==> config.mk <==
export PLATFORM = sky130hd
export DESIGN_NAME = tabular_q_learning_balancer_flat
export DESIGN_NICKNAME = d
export VERILOG_FILES = /design/src/hdl/tqlb_pkg.sv /design/src/hdl/tqlb_if.sv /design/src/hdl/tabular_q_learning_balancer.sv /design/src/flat_wrapper.sv
export SDC_FILE = /design/constraint.sdc
export NUM_CORES = 2
export LEC_CHECK = 0
export BUFFER_PORTS_ARGS = -buffer_cell sky130_fd_sc_hd__buf_4
export CAP_MARGIN = 0
export CORE_UTILIZATION = 30
export DETAILED_ROUTE_END_ITERATION = 12
export GPL_TIMING_DRIVEN = 1
export HOLD_SLACK_MARGIN = 0.15
export SYNTH_ARGS = -nofsm -noshare
export SYNTH_HDL_FRONTEND = slang
export SYNTH_SLANG_ARGS = --single-unit
==> constraint.sdc <==
create_clock -name clk -period 9.48 [get_ports clk]
set_input_delay 0.948 -clock clk [delete_from_list [all_inputs] [get_ports clk]]
set_output_delay 0.948 -clock clk [all_outputs]
set_load 0.03 [all_outputs]
==> src/hdl/tqlb_pkg.sv <==
// ----------------------------------------------------------------------------
// tqlb_pkg
// Widths, codes, reset table and reward function of the Q-learning balancer.
// ----------------------------------------------------------------------------
package tqlb_pkg;

  // Field widths
  localparam int TILT_W    = 18;
  localparam int FRAC_W    = 16;
  localparam int ACT_W     = 2;
  localparam int CLS_W     = 2;
  localparam int REW_W     = 18;
  localparam int CFG_IDX_W = 3;

  // Table geometry and arithmetic widths
  localparam int NUM_ACTIONS = 3;
  localparam int NUM_STATES  = 3;
  localparam int Q_COLS      = 3;
  localparam int Q_ENTRIES   = NUM_STATES * Q_COLS;
  localparam int ADDR_W      = $clog2(Q_ENTRIES);
  localparam int Q_WIDTH     = 32;
  localparam int DIFF_W      = Q_WIDTH + 3;
  localparam int PROD_W      = DIFF_W + FRAC_W + 1;
  localparam int REW_SHIFT   = 8;

  localparam logic signed [PROD_W-1:0] ROUND_HALF =
    {{(PROD_W-FRAC_W){1'b0}}, 1'b1, {(FRAC_W-1){1'b0}}};
  localparam logic signed [Q_WIDTH-1:0] Q_MAX = {1'b0, {(Q_WIDTH-1){1'b1}}};
  localparam logic signed [Q_WIDTH-1:0] Q_MIN = {1'b1, {(Q_WIDTH-1){1'b0}}};

  // Tilt classes
  localparam logic [CLS_W-1:0] CLS_BAL  = 2'd0;
  localparam logic [CLS_W-1:0] CLS_LOW  = 2'd1;
  localparam logic [CLS_W-1:0] CLS_HIGH = 2'd2;

  // Configuration register indexes
  localparam logic [CFG_IDX_W-1:0] CFG_TRAIN   = 3'd0;
  localparam logic [CFG_IDX_W-1:0] CFG_LRATE   = 3'd1;
  localparam logic [CFG_IDX_W-1:0] CFG_DISC    = 3'd2;
  localparam logic [CFG_IDX_W-1:0] CFG_BAND    = 3'd3;
  localparam logic [CFG_IDX_W-1:0] CFG_EXPLORE = 3'd4;

  // Configuration reset values
  localparam logic [FRAC_W-1:0] LRATE_RESET   = 16'd328;
  localparam logic [FRAC_W-1:0] DISC_RESET    = 16'd66;
  localparam logic [FRAC_W-1:0] BAND_RESET    = 16'd26;
  localparam logic [FRAC_W-1:0] EXPLORE_RESET = 16'd0;

  // Rewards
  localparam logic signed [REW_W-1:0] REW_GOAL    = REW_W'(100000);
  localparam logic signed [REW_W-1:0] REW_FALL    = REW_W'(-100000);
  localparam logic signed [REW_W-1:0] REW_STUCK   = REW_W'(-10);
  localparam logic signed [REW_W-1:0] REW_HOLD    = REW_W'(1);
  localparam logic signed [REW_W-1:0] REW_NEUTRAL = REW_W'(0);

  // Trained table, Q.8, row = state, column = action
  localparam logic signed [Q_WIDTH-1:0] Q_RESET [Q_ENTRIES] = '{
    Q_WIDTH'(-2306988), Q_WIDTH'(-3405164), Q_WIDTH'(-2399295),
    Q_WIDTH'(-680546),  Q_WIDTH'(11297),    Q_WIDTH'(3071339),
    Q_WIDTH'(1848),     Q_WIDTH'(1362407),  Q_WIDTH'(238372)
  };

  // Sequencer states
  typedef enum logic [2:0] {
    FSM_IDLE,
    FSM_CLASS,
    FSM_SCAN,
    FSM_GMUL,
    FSM_DIFF,
    FSM_SMUL,
    FSM_WRITE,
    FSM_OUT
  } fsm_t;

  // Reward over (current, previous) class
  function automatic logic signed [REW_W-1:0] reward_of(
    input logic [CLS_W-1:0] cur,
    input logic [CLS_W-1:0] prev
  );
    logic signed [REW_W-1:0] r;
    if (cur == CLS_LOW && prev == CLS_LOW) begin
      r = REW_NEUTRAL;
    end else if (cur == CLS_HIGH && prev == CLS_HIGH) begin
      r = REW_STUCK;
    end else if (cur == CLS_BAL && prev != CLS_BAL) begin
      r = REW_GOAL;
    end else if (cur != CLS_BAL && prev == CLS_BAL) begin
      r = REW_FALL;
    end else if (cur == CLS_BAL && prev == CLS_BAL) begin
      r = REW_HOLD;
    end else begin
      r = REW_NEUTRAL;
    end
    return r;
  endfunction

endpackage

==> src/hdl/tqlb_if.sv <==
// ----------------------------------------------------------------------------
// tqlb_if
// Valid/ready channels of the balancer: input beat, result beat, config write.
// ----------------------------------------------------------------------------

// One control period's measurement
interface tqlb_in_if;
  logic                                valid;
  logic                                ready;
  logic signed [tqlb_pkg::TILT_W-1:0]  tilt;
  logic        [tqlb_pkg::FRAC_W-1:0]  random_fraction;
  logic        [tqlb_pkg::ACT_W-1:0]   random_action;

  modport source (output valid, tilt, random_fraction, random_action, input ready);
  modport sink   (input valid, tilt, random_fraction, random_action, output ready);
endinterface

// One result per period
interface tqlb_out_if;
  logic                               valid;
  logic                               ready;
  logic        [tqlb_pkg::ACT_W-1:0]  action;
  logic        [tqlb_pkg::CLS_W-1:0]  cur_state;
  logic signed [tqlb_pkg::REW_W-1:0]  reward;
  logic                               updated;

  modport source (output valid, action, cur_state, reward, updated, input ready);
  modport sink   (input valid, action, cur_state, reward, updated, output ready);
endinterface

// Register write channel
interface tqlb_cfg_if;
  logic                                valid;
  logic                                ready;
  logic [tqlb_pkg::CFG_IDX_W-1:0]      index;
  logic [tqlb_pkg::FRAC_W-1:0]         data;

  modport source (output valid, index, data, input ready);
  modport sink   (input valid, index, data, output ready);
endinterface

==> src/hdl/tabular_q_learning_balancer.sv <==
// ----------------------------------------------------------------------------
// tabular_q_learning_balancer
// Tilt classifier with a 3x3 Q table, TD update and epsilon-greedy choice.
// sample: one beat per control period (tilt, random fraction, random action).
// result: one beat per sample (action, class, reward, updated flag).
// cfg: register writes, always ready; write only while the block is idle.
// A small sequencer drives one shared multiplier and one table read port.
// Steps per item: CLASS, SCAN of the row, then with an update GMUL, DIFF,
// SMUL and WRITE (and a second SCAN when the updated row is the current one),
// then OUT. The row scan reads one action per step; the two dependent
// multiplies of the update share the single multiplier. sample.ready is high
// only in idle, so one item is in work at a time; OUT returns to idle.
// The result sits in an output register: if result.ready is low the block
// finishes the next item and waits in its last step until the register frees.
// Reset reloads the trained Q table and register defaults.
// ----------------------------------------------------------------------------
module tabular_q_learning_balancer (
  input  logic              clk,
  input  logic              rst,
  tqlb_in_if.sink           sample,
  tqlb_out_if.source        result,
  tqlb_cfg_if.sink          cfg
);

  // Sequencer
  tqlb_pkg::fsm_t state, state_next;

  // Configuration
  logic                          train_enable;
  logic [tqlb_pkg::FRAC_W-1:0]   learn_rate;
  logic [tqlb_pkg::FRAC_W-1:0]   discount;
  logic [tqlb_pkg::FRAC_W-1:0]   balance_band;
  logic [tqlb_pkg::FRAC_W-1:0]   explore_level;

  // Captured item
  logic signed [tqlb_pkg::TILT_W-1:0] item_tilt;
  logic        [tqlb_pkg::FRAC_W-1:0] item_rfrac;
  logic        [tqlb_pkg::ACT_W-1:0]  item_ract;

  // Learner state
  logic signed [tqlb_pkg::Q_WIDTH-1:0] q_table [tqlb_pkg::Q_ENTRIES];
  logic [tqlb_pkg::CLS_W-1:0]          prev_state;
  logic [tqlb_pkg::ACT_W-1:0]          last_action;
  logic                                have_prev;

  // Working registers
  logic [tqlb_pkg::CLS_W-1:0]          cur_cls;
  logic                                upd_pend;
  logic [tqlb_pkg::ACT_W-1:0]          scan_j;
  logic [tqlb_pkg::ACT_W-1:0]          best_act;
  logic signed [tqlb_pkg::Q_WIDTH-1:0] best_val;
  logic signed [tqlb_pkg::Q_WIDTH-1:0] q_old;
  logic signed [tqlb_pkg::DIFF_W-1:0]  diff;
  logic signed [tqlb_pkg::PROD_W-1:0]  prod;
  logic signed [tqlb_pkg::REW_W-1:0]   rew_val;
  logic                                upd_flag;

  // Output register
  logic                                out_valid;
  logic [tqlb_pkg::ACT_W-1:0]          out_action;
  logic [tqlb_pkg::CLS_W-1:0]          out_cls;
  logic signed [tqlb_pkg::REW_W-1:0]   out_reward;
  logic                                out_updated;

  // Sequencer outputs
  logic                                in_ready;
  logic                                use_lr;
  logic [tqlb_pkg::CLS_W-1:0]          rd_row;
  logic [tqlb_pkg::ACT_W-1:0]          rd_col;

  // Datapath nets
  logic [tqlb_pkg::ADDR_W-1:0]         rd_addr;
  logic signed [tqlb_pkg::Q_WIDTH-1:0] q_rd;
  logic signed [tqlb_pkg::DIFF_W-1:0]  mul_a;
  logic signed [tqlb_pkg::FRAC_W:0]    mul_b;
  logic signed [tqlb_pkg::PROD_W-1:0]  prod_next;
  logic signed [tqlb_pkg::PROD_W-1:0]  prod_rnd;
  logic signed [tqlb_pkg::PROD_W-1:0]  prod_sh;
  logic signed [tqlb_pkg::DIFF_W-1:0]  frac_term;
  logic signed [tqlb_pkg::REW_W-1:0]   rew_now;
  logic signed [tqlb_pkg::DIFF_W-1:0]  diff_next;
  logic signed [tqlb_pkg::DIFF_W-1:0]  q_sum;
  logic                                q_ovf;
  logic signed [tqlb_pkg::Q_WIDTH-1:0] q_new;
  logic signed [tqlb_pkg::TILT_W:0]    tilt_ext;
  logic        [tqlb_pkg::TILT_W:0]    tilt_mag;
  logic [tqlb_pkg::CLS_W-1:0]          cls_next;
  logic                                explore;
  logic [tqlb_pkg::ACT_W-1:0]          rand_act;
  logic [tqlb_pkg::ACT_W-1:0]          act_pick;
  logic                                scan_last;
  logic                                slot_free;

  assign scan_last = (scan_j == tqlb_pkg::ACT_W'(tqlb_pkg::NUM_ACTIONS - 1));
  assign slot_free = !out_valid || result.ready;

  // Next state
  always_comb begin
    state_next = state;
    case (state)
      tqlb_pkg::FSM_IDLE: begin
        if (sample.valid) state_next = tqlb_pkg::FSM_CLASS;
      end
      tqlb_pkg::FSM_CLASS: state_next = tqlb_pkg::FSM_SCAN;
      tqlb_pkg::FSM_SCAN: begin
        if (scan_last) state_next = upd_pend ? tqlb_pkg::FSM_GMUL : tqlb_pkg::FSM_OUT;
      end
      tqlb_pkg::FSM_GMUL:  state_next = tqlb_pkg::FSM_DIFF;
      tqlb_pkg::FSM_DIFF:  state_next = tqlb_pkg::FSM_SMUL;
      tqlb_pkg::FSM_SMUL:  state_next = tqlb_pkg::FSM_WRITE;
      tqlb_pkg::FSM_WRITE: begin
        // updated row is the current one: argmax must be taken again
        state_next = (prev_state == cur_cls) ? tqlb_pkg::FSM_SCAN : tqlb_pkg::FSM_OUT;
      end
      tqlb_pkg::FSM_OUT: begin
        if (slot_free) state_next = tqlb_pkg::FSM_IDLE;
      end
      default: state_next = tqlb_pkg::FSM_IDLE;
    endcase
  end

  // Sequencer outputs: read port address and multiplier operand select
  always_comb begin
    in_ready = 1'b0;
    use_lr   = 1'b0;
    rd_row   = cur_cls;
    rd_col   = scan_j;
    case (state)
      tqlb_pkg::FSM_IDLE: in_ready = 1'b1;
      tqlb_pkg::FSM_DIFF, tqlb_pkg::FSM_WRITE: begin
        rd_row = prev_state;
        rd_col = last_action;
      end
      tqlb_pkg::FSM_SMUL: use_lr = 1'b1;
      default: ;
    endcase
  end

  always_ff @(posedge clk) begin
    if (rst) state <= tqlb_pkg::FSM_IDLE;
    else     state <= state_next;
  end

  // Table read port
  assign rd_addr = tqlb_pkg::ADDR_W'(rd_row) * tqlb_pkg::ADDR_W'(tqlb_pkg::Q_COLS)
                 + tqlb_pkg::ADDR_W'(rd_col);
  assign q_rd    = q_table[rd_addr];

  // Shared multiplier: gamma * Qmax, then alpha * diff
  assign mul_a     = use_lr ? diff : tqlb_pkg::DIFF_W'(best_val);
  assign mul_b     = signed'({1'b0, (use_lr ? learn_rate : discount)});
  assign prod_next = mul_a * mul_b;

  // Round to nearest, ties toward plus infinity, drop the 16 fraction bits
  assign prod_rnd  = prod + tqlb_pkg::ROUND_HALF;
  assign prod_sh   = prod_rnd >>> tqlb_pkg::FRAC_W;
  assign frac_term = prod_sh[tqlb_pkg::DIFF_W-1:0];

  // TD error
  assign rew_now   = tqlb_pkg::reward_of(cur_cls, prev_state);
  assign diff_next = (tqlb_pkg::DIFF_W'(rew_now) <<< tqlb_pkg::REW_SHIFT)
                   + frac_term - tqlb_pkg::DIFF_W'(q_rd);

  // New Q value with saturation
  assign q_sum = tqlb_pkg::DIFF_W'(q_old) + frac_term;
  assign q_ovf = !(&q_sum[tqlb_pkg::DIFF_W-1:tqlb_pkg::Q_WIDTH-1])
              && (|q_sum[tqlb_pkg::DIFF_W-1:tqlb_pkg::Q_WIDTH-1]);
  assign q_new = q_ovf ? (q_sum[tqlb_pkg::DIFF_W-1] ? tqlb_pkg::Q_MIN : tqlb_pkg::Q_MAX)
                       : q_sum[tqlb_pkg::Q_WIDTH-1:0];

  // Tilt classification; zero tilt is balanced even with a zero band
  assign tilt_ext = {item_tilt[tqlb_pkg::TILT_W-1], item_tilt};
  assign tilt_mag = tilt_ext[tqlb_pkg::TILT_W] ? -tilt_ext : tilt_ext;
  always_comb begin
    if (tilt_mag < {{(tqlb_pkg::TILT_W + 1 - tqlb_pkg::FRAC_W){1'b0}}, balance_band}
        || item_tilt == '0) begin
      cls_next = tqlb_pkg::CLS_BAL;
    end else if (!item_tilt[tqlb_pkg::TILT_W-1]) begin
      cls_next = tqlb_pkg::CLS_HIGH;
    end else begin
      cls_next = tqlb_pkg::CLS_LOW;
    end
  end

  // Epsilon-greedy pick; out-of-range random action wraps
  assign explore  = item_rfrac < explore_level;
  assign rand_act = (item_ract >= tqlb_pkg::ACT_W'(tqlb_pkg::NUM_ACTIONS))
                  ? item_ract - tqlb_pkg::ACT_W'(tqlb_pkg::NUM_ACTIONS) : item_ract;
  assign act_pick = explore ? rand_act : best_act;

  // Configuration registers
  always_ff @(posedge clk) begin
    if (rst) begin
      train_enable  <= 1'b0;
      learn_rate    <= tqlb_pkg::LRATE_RESET;
      discount      <= tqlb_pkg::DISC_RESET;
      balance_band  <= tqlb_pkg::BAND_RESET;
      explore_level <= tqlb_pkg::EXPLORE_RESET;
    end else if (cfg.valid) begin
      case (cfg.index)
        tqlb_pkg::CFG_TRAIN:   train_enable  <= cfg.data[0];
        tqlb_pkg::CFG_LRATE:   learn_rate    <= cfg.data;
        tqlb_pkg::CFG_DISC:    discount      <= cfg.data;
        tqlb_pkg::CFG_BAND:    balance_band  <= cfg.data;
        tqlb_pkg::CFG_EXPLORE: explore_level <= cfg.data;
        default: ;
      endcase
    end
  end

  // Q table: reset to the trained values, one write in the write step
  always_ff @(posedge clk) begin
    if (rst) begin
      for (int i = 0; i < tqlb_pkg::Q_ENTRIES; i++) begin
        q_table[i] <= tqlb_pkg::Q_RESET[i];
      end
    end else if (state == tqlb_pkg::FSM_WRITE) begin
      q_table[rd_addr] <= q_new;
    end
  end

  // Learner control state
  always_ff @(posedge clk) begin
    if (rst) begin
      prev_state  <= tqlb_pkg::CLS_BAL;
      last_action <= '0;
      have_prev   <= 1'b0;
      upd_pend    <= 1'b0;
    end else begin
      if (state == tqlb_pkg::FSM_CLASS) upd_pend <= train_enable && have_prev;
      if (state == tqlb_pkg::FSM_WRITE) upd_pend <= 1'b0;
      if (state == tqlb_pkg::FSM_OUT && slot_free) begin
        prev_state  <= cur_cls;
        last_action <= act_pick;
        have_prev   <= 1'b1;
      end
    end
  end

  // Item capture and working registers
  always_ff @(posedge clk) begin
    case (state)
      tqlb_pkg::FSM_IDLE: begin
        item_tilt  <= sample.tilt;
        item_rfrac <= sample.random_fraction;
        item_ract  <= sample.random_action;
      end
      tqlb_pkg::FSM_CLASS: begin
        cur_cls  <= cls_next;
        scan_j   <= '0;
        rew_val  <= tqlb_pkg::REW_NEUTRAL;
        upd_flag <= 1'b0;
      end
      tqlb_pkg::FSM_SCAN: begin
        // ties go to the later action
        if (scan_j == '0 || best_val <= q_rd) begin
          best_val <= q_rd;
          best_act <= scan_j;
        end
        scan_j <= scan_last ? '0 : scan_j + 1'b1;
      end
      tqlb_pkg::FSM_GMUL, tqlb_pkg::FSM_SMUL: prod <= prod_next;
      tqlb_pkg::FSM_DIFF: begin
        q_old   <= q_rd;
        diff    <= diff_next;
        rew_val <= rew_now;
      end
      tqlb_pkg::FSM_WRITE: begin
        upd_flag <= 1'b1;
        scan_j   <= '0;
      end
      default: ;
    endcase
  end

  // Output register
  always_ff @(posedge clk) begin
    if (rst) begin
      out_valid <= 1'b0;
    end else if (state == tqlb_pkg::FSM_OUT && slot_free) begin
      out_valid <= 1'b1;
    end else if (result.ready) begin
      out_valid <= 1'b0;
    end
  end

  always_ff @(posedge clk) begin
    if (state == tqlb_pkg::FSM_OUT && slot_free) begin
      out_action  <= act_pick;
      out_cls     <= cur_cls;
      out_reward  <= rew_val;
      out_updated <= upd_flag;
    end
  end

  // Channel hookup
  assign sample.ready     = in_ready;
  assign cfg.ready        = 1'b1;
  assign result.valid     = out_valid;
  assign result.action    = out_action;
  assign result.cur_state = out_cls;
  assign result.reward    = out_reward;
  assign result.updated   = out_updated;

endmodule

==> src/flat_wrapper.sv <==
// flat-port wrapper written by rule: the top's interface ports become plain ports
module tabular_q_learning_balancer_flat 
  (clk, rst, sample_valid, sample_tilt, sample_random_fraction, sample_random_action, sample_ready, result_valid, result_action, result_cur_state, result_reward, result_updated, result_ready, cfg_valid, cfg_index, cfg_data, cfg_ready);
  tqlb_in_if sample_i ();
  tqlb_out_if result_i ();
  tqlb_cfg_if cfg_i ();
  input  logic clk;
  input  logic rst;
  input wire logic [$bits(sample_i.valid)-1:0] sample_valid;
  input wire logic [$bits(sample_i.tilt)-1:0] sample_tilt;
  input wire logic [$bits(sample_i.random_fraction)-1:0] sample_random_fraction;
  input wire logic [$bits(sample_i.random_action)-1:0] sample_random_action;
  output wire logic [$bits(sample_i.ready)-1:0] sample_ready;
  output wire logic [$bits(result_i.valid)-1:0] result_valid;
  output wire logic [$bits(result_i.action)-1:0] result_action;
  output wire logic [$bits(result_i.cur_state)-1:0] result_cur_state;
  output wire logic [$bits(result_i.reward)-1:0] result_reward;
  output wire logic [$bits(result_i.updated)-1:0] result_updated;
  input wire logic [$bits(result_i.ready)-1:0] result_ready;
  input wire logic [$bits(cfg_i.valid)-1:0] cfg_valid;
  input wire logic [$bits(cfg_i.index)-1:0] cfg_index;
  input wire logic [$bits(cfg_i.data)-1:0] cfg_data;
  output wire logic [$bits(cfg_i.ready)-1:0] cfg_ready;
  assign sample_i.valid = sample_valid;
  assign sample_i.tilt = sample_tilt;
  assign sample_i.random_fraction = sample_random_fraction;
  assign sample_i.random_action = sample_random_action;
  assign sample_ready = sample_i.ready;
  assign result_valid = result_i.valid;
  assign result_action = result_i.action;
  assign result_cur_state = result_i.cur_state;
  assign result_reward = result_i.reward;
  assign result_updated = result_i.updated;
  assign result_i.ready = result_ready;
  assign cfg_i.valid = cfg_valid;
  assign cfg_i.index = cfg_index;
  assign cfg_i.data = cfg_data;
  assign cfg_ready = cfg_i.ready;
  tabular_q_learning_balancer u_core (.clk(clk), .rst(rst), .sample(sample_i), .result(result_i), .cfg(cfg_i));
endmodule
==> metrics <==
Routed Antenna Nets 0; stage delay of the slowest cell on the critical path 810 ps; cell depth of the worst setup path 24; commonest cells after routing, fill and taps aside sky130_fd_sc_hd__nand2_1 (782), sky130_fd_sc_hd__edfxtp_1 (705), sky130_fd_sc_hd__inv_1 (649); first-pass GRT wire length 241900 um; Worst-Margin Slew 1229 ps; dpl ws 526.9 ps; net count of the finished layout 5875; Slew Limit Fails 0; largest net degree at the start of global routing 79; CTS root buffer sky130_fd_sc_hd__clkbuf_16; width of the die 434.4 um; Setup WS post-layout 454.0 ps; Mapped Area 56100 um^2; most common cell after layout, fill and taps aside sky130_fd_sc_hd__nand2_1; buffers added on ports 83; Crit-path slowest cell sky130_fd_sc_hd__dfxtp_1; r2r worst-path depth 24; half-perimeter wire length after detailed placement 118500 um; Fin. Hold Viols 0; number of placed instances, taps included 7387; max-cap violation count 0; total number of vias 37740; Bufs and invs on worst path 4; antenna violations before repair 1; core area 185600 um^2; portion of the clock cycle consumed by the worst path in the final layout 0.9521; initial core utilization 0.3022; family of cells with the greatest summed delay on the critical path adder cells; FP Rows 158; Die Ht 434.4 um; clock latency reported for the late side of the worst-skew pair 680 ps; number of buffers inserted by post-CTS setup repair 0; highest fanout seen on the critical path 18; total nets after synthesis 5816; iteration-0 DRC count of the detailed router 3500; Worst setup SP type flop; time the worst path needs with I/O delays and setup 9026 ps; number of warnings reported in the yosys synthesis log 0; Longest Clk Path Bufs 3; setup tns final 0 ps; Leakage Power 24.96 nW; Clock H-tree levels 3; sequential fraction of the synthesis area 0.4041; antenna fix cells 0; Synth Flop Type sky130_fd_sc_hd__edfxtp_1; count of flip-flops with a built-in enable after synthesis 705; number of buffers inserted during clock tree synthesis 85; via count of the first global-routing pass 39090; IO Count 86; number of cells in the finished layout apart from fillers 7548; gpl congestion 0.9565; TritonCTS clock tree done; GRT Overall Usage 0.1695; cell area reported after detailed placement 60000 um^2; unique cell type count in the Yosys netlist 88; first-pass detailed-route iteration total 6; pwr dens 276.3 nW/um^2; run status complete, no violations; Clock Skews 57.92 ps; worst path cell trace nand3_4 > buf_4 > mux2i_4 > buf_4 > nor2_1 > fa_1 > inv_1 > fa_1 > fa_1 > inv_1 > fa_1 > fa_1 > fa_1 > ha_1 > a21oi_1 > o21ai_0 > a31oi_1 > nor4_1 > o21ai_0 > a211oi_1 > o21ai_0 > o21ai_0 > a21o_1 > xor2_1; setup-violating endpoint count in the final report 0; Mapped Cells 4937; share of flip-flops with an asynchronous set or reset after synthesis 0; Via-to-Cell Ratio 5.000; cell accounting for the most synthesized area sky130_fd_sc_hd__edfxtp_1; CP Data Arrival Time 9540 ps; type of the tightest min-delay check reg2reg; share of the synthesized area in the top cell type 0.3774; final-layout fill cell count 18370; Overflow after GRT 0; Mapped Avg Cell Area 11.36 um^2; maximum vdd ir drop 0.1869 mV; clock-pin slew of the registers on the worst-case setup and hold paths 60 ps; Syn-to-layout area delta 11.98%; Required @ worst endpoint 9990 ps; DRC violations left 0; cell repeated most along the worst path sky130_fd_sc_hd__fa_1; floorplan die area 188700 um^2; relative slew slack 0.1764; sink count of the clock tree 780; most area-consuming cells after synthesis sky130_fd_sc_hd__edfxtp_1 (38%), sky130_fd_sc_hd__fa_1 (20%), sky130_fd_sc_hd__mux4_2 (6.4%), sky130_fd_sc_hd__ha_1 (5.9%), sky130_fd_sc_hd__nand2_1 (5.2%); total detailed-routing wirelength 159400 um; share of final-layout standard cells stronger than drive strength 1 0.1123; type of the worst setup path reg2reg; count of cells along the worst hold path 0; Final Instance Area 62820 um^2; CP Capture Type flop; highest achievable clock rate 110.8 MHz; wire per inst 21.12 um; unrepaired setup endpoints after global routing no; flops & latches, synth 780
layer usage:
layer | share of wire | track usage | wire (um) | vias to the layer above
li1 | - | - | - | 16700
met1 | 0.43 | 0.2310 | 67810 | 19300
met2 | 0.47 | 0.2727 | 74200 | 1482
met3 | 0.077 | 0.02974 | 12260 | 260
met4 | 0.032 | 0.05438 | 5174 | 0
met5 | 0 | 0 | 0 | -
worst register-to-register path, stage by stage (launching register included):
cell and delay [ps]:
sky130_fd_sc_hd__dfxtp_1 810, sky130_fd_sc_hd__nand3_4 470, sky130_fd_sc_hd__buf_4 340, sky130_fd_sc_hd__mux2i_4 430, sky130_fd_sc_hd__buf_4 390, sky130_fd_sc_hd__nor2_1 120, sky130_fd_sc_hd__fa_1 570, sky130_fd_sc_hd__inv_1 60
sky130_fd_sc_hd__fa_1 530, sky130_fd_sc_hd__fa_1 540, sky130_fd_sc_hd__inv_1 50, sky130_fd_sc_hd__fa_1 470, sky130_fd_sc_hd__fa_1 520, sky130_fd_sc_hd__fa_1 510, sky130_fd_sc_hd__ha_1 390, sky130_fd_sc_hd__a21oi_1 110
sky130_fd_sc_hd__o21ai_0 380, sky130_fd_sc_hd__a31oi_1 160, sky130_fd_sc_hd__nor4_1 390, sky130_fd_sc_hd__o21ai_0 330, sky130_fd_sc_hd__a211oi_1 460, sky130_fd_sc_hd__o21ai_0 210, sky130_fd_sc_hd__o21ai_0 280, sky130_fd_sc_hd__a21o_1 170
sky130_fd_sc_hd__xor2_1 170
state kept, by name, indices dropped and copies added, names as in the netlist, 3 cells and up:
signal,count
u_core.item_rfrac,16
u_core.result.reward,5
u_core.balance_band,16
u_core.best_val,32
u_core.learn_rate,16
u_core.q_table,512
u_core.item_tilt,18
u_core.q_old,32
u_core.diff,35
u_core.discount,16
u_core.explore_level,16
u_core.state,3
u_core.rew_val,5
u_core.prod,36
synth_stat cells (19+ instances only):
| cell type | number |
|---|---|
| sky130_fd_sc_hd__xnor2_1 | 106 |
| sky130_fd_sc_hd__mux4_2 | 160 |
| sky130_fd_sc_hd__nor2b_1 | 19 |
| sky130_fd_sc_hd__mux2i_1 | 48 |
| sky130_fd_sc_hd__and3_1 | 21 |
| sky130_fd_sc_hd__edfxtp_1 | 705 |
| sky130_fd_sc_hd__o21ai_0 | 70 |
| sky130_fd_sc_hd__o21ai_1 | 79 |
| sky130_fd_sc_hd__nand2b_1 | 36 |
| sky130_fd_sc_hd__xor2_1 | 59 |
| sky130_fd_sc_hd__and2_1 | 23 |
| sky130_fd_sc_hd__nand2_1 | 783 |
| sky130_fd_sc_hd__a21oi_1 | 213 |
| sky130_fd_sc_hd__buf_2 | 30 |
| sky130_fd_sc_hd__ha_1 | 266 |
| sky130_fd_sc_hd__nor2_1 | 435 |
| sky130_fd_sc_hd__dfxtp_1 | 75 |
| sky130_fd_sc_hd__inv_1 | 650 |
| sky130_fd_sc_hd__nand3_1 | 36 |
| sky130_fd_sc_hd__nand4_1 | 35 |
| sky130_fd_sc_hd__nor3_1 | 36 |
| sky130_fd_sc_hd__a211oi_1 | 19 |
| sky130_fd_sc_hd__clkbuf_1 | 150 |
| sky130_fd_sc_hd__fa_1 | 553 |
| sky130_fd_sc_hd__buf_1 | 21 |
| sky130_fd_sc_hd__a21o_1 | 90 |
final timing paths:
path	endpoint	slack (ps)	from
max	u_core.prod[46]	450	u_core.state[0]
min	u_core.result.reward[5]	420	u_core.rew_val[5]
max reg2reg	u_core.prod[46]	450	u_core.state[0]
min reg2reg	u_core.result.reward[5]	420	u_core.rew_val[5]
stage by stage:
stage / power [mW] / util / hold WS (ps)
after floorplan: 11.15 / - / 400.3
final: 17.36 / 0.3384 / 422.4
after global routing: 18.46 / 0.3384 / 425.4
after detailed placement: 13.91 / 0.3232 / 407.0
after global placement: 13.81 / 0.3232 / 406.8
after CTS: 17.33 / 0.3383 / 409.6
kinds of logic (layout without fill, tap and decap cells):
kind of cell             Yosys count  count (layout)  share of synthesized area
AO/OA/AOI/OAI                    590             590                    0.06508
adder cells (fa/ha/maj)          819             819                     0.2567
other                              2               2                  0.0001339
flip-flops                       780             780                     0.4041
AND/OR/NAND/NOR                 1492            1494                     0.1127
buffers and inverters            873            1002                    0.06102
multiplexers                     214             214                    0.07400
XOR/XNOR                         167             167                    0.02634
power breakdown:
group / switching [mW] / internal, mW / total, mW / leakage (nW)
combinational: 5.76 / 3.64 / 9.41 / 16.7
sequential: 0.144 / 4.49 / 4.63 / 6.92
clock: 1.42 / 1.91 / 3.32 / 1.36
total: 7.33 / 10.0 / 17.4 / 25.0
cell type report:
| class | count | area (um^2) | area share |
|---|---|---|---|
| sequential | 780 | 22670 | 0.3609 |
| timing repair buffer | 193 | 1536 | 0.02446 |
| clock inverter | 51 | 520.5 | 0.008285 |
| tap | 2480 | 3103 | 0.04939 |
| inverter | 650 | 2440 | 0.03884 |
| clock buffer | 108 | 2275 | 0.03621 |
| multi-input combinational | 3286 | 30270 | 0.4819 |
timing repair:
item	4_1_cts	5_1_grt
resized for setup	0	5
setup endpoints to repair	0	2
hold buffers	0	0
hold endpoints to repair	0	0
Note: power is estimated with default switching activity, not from simulation.
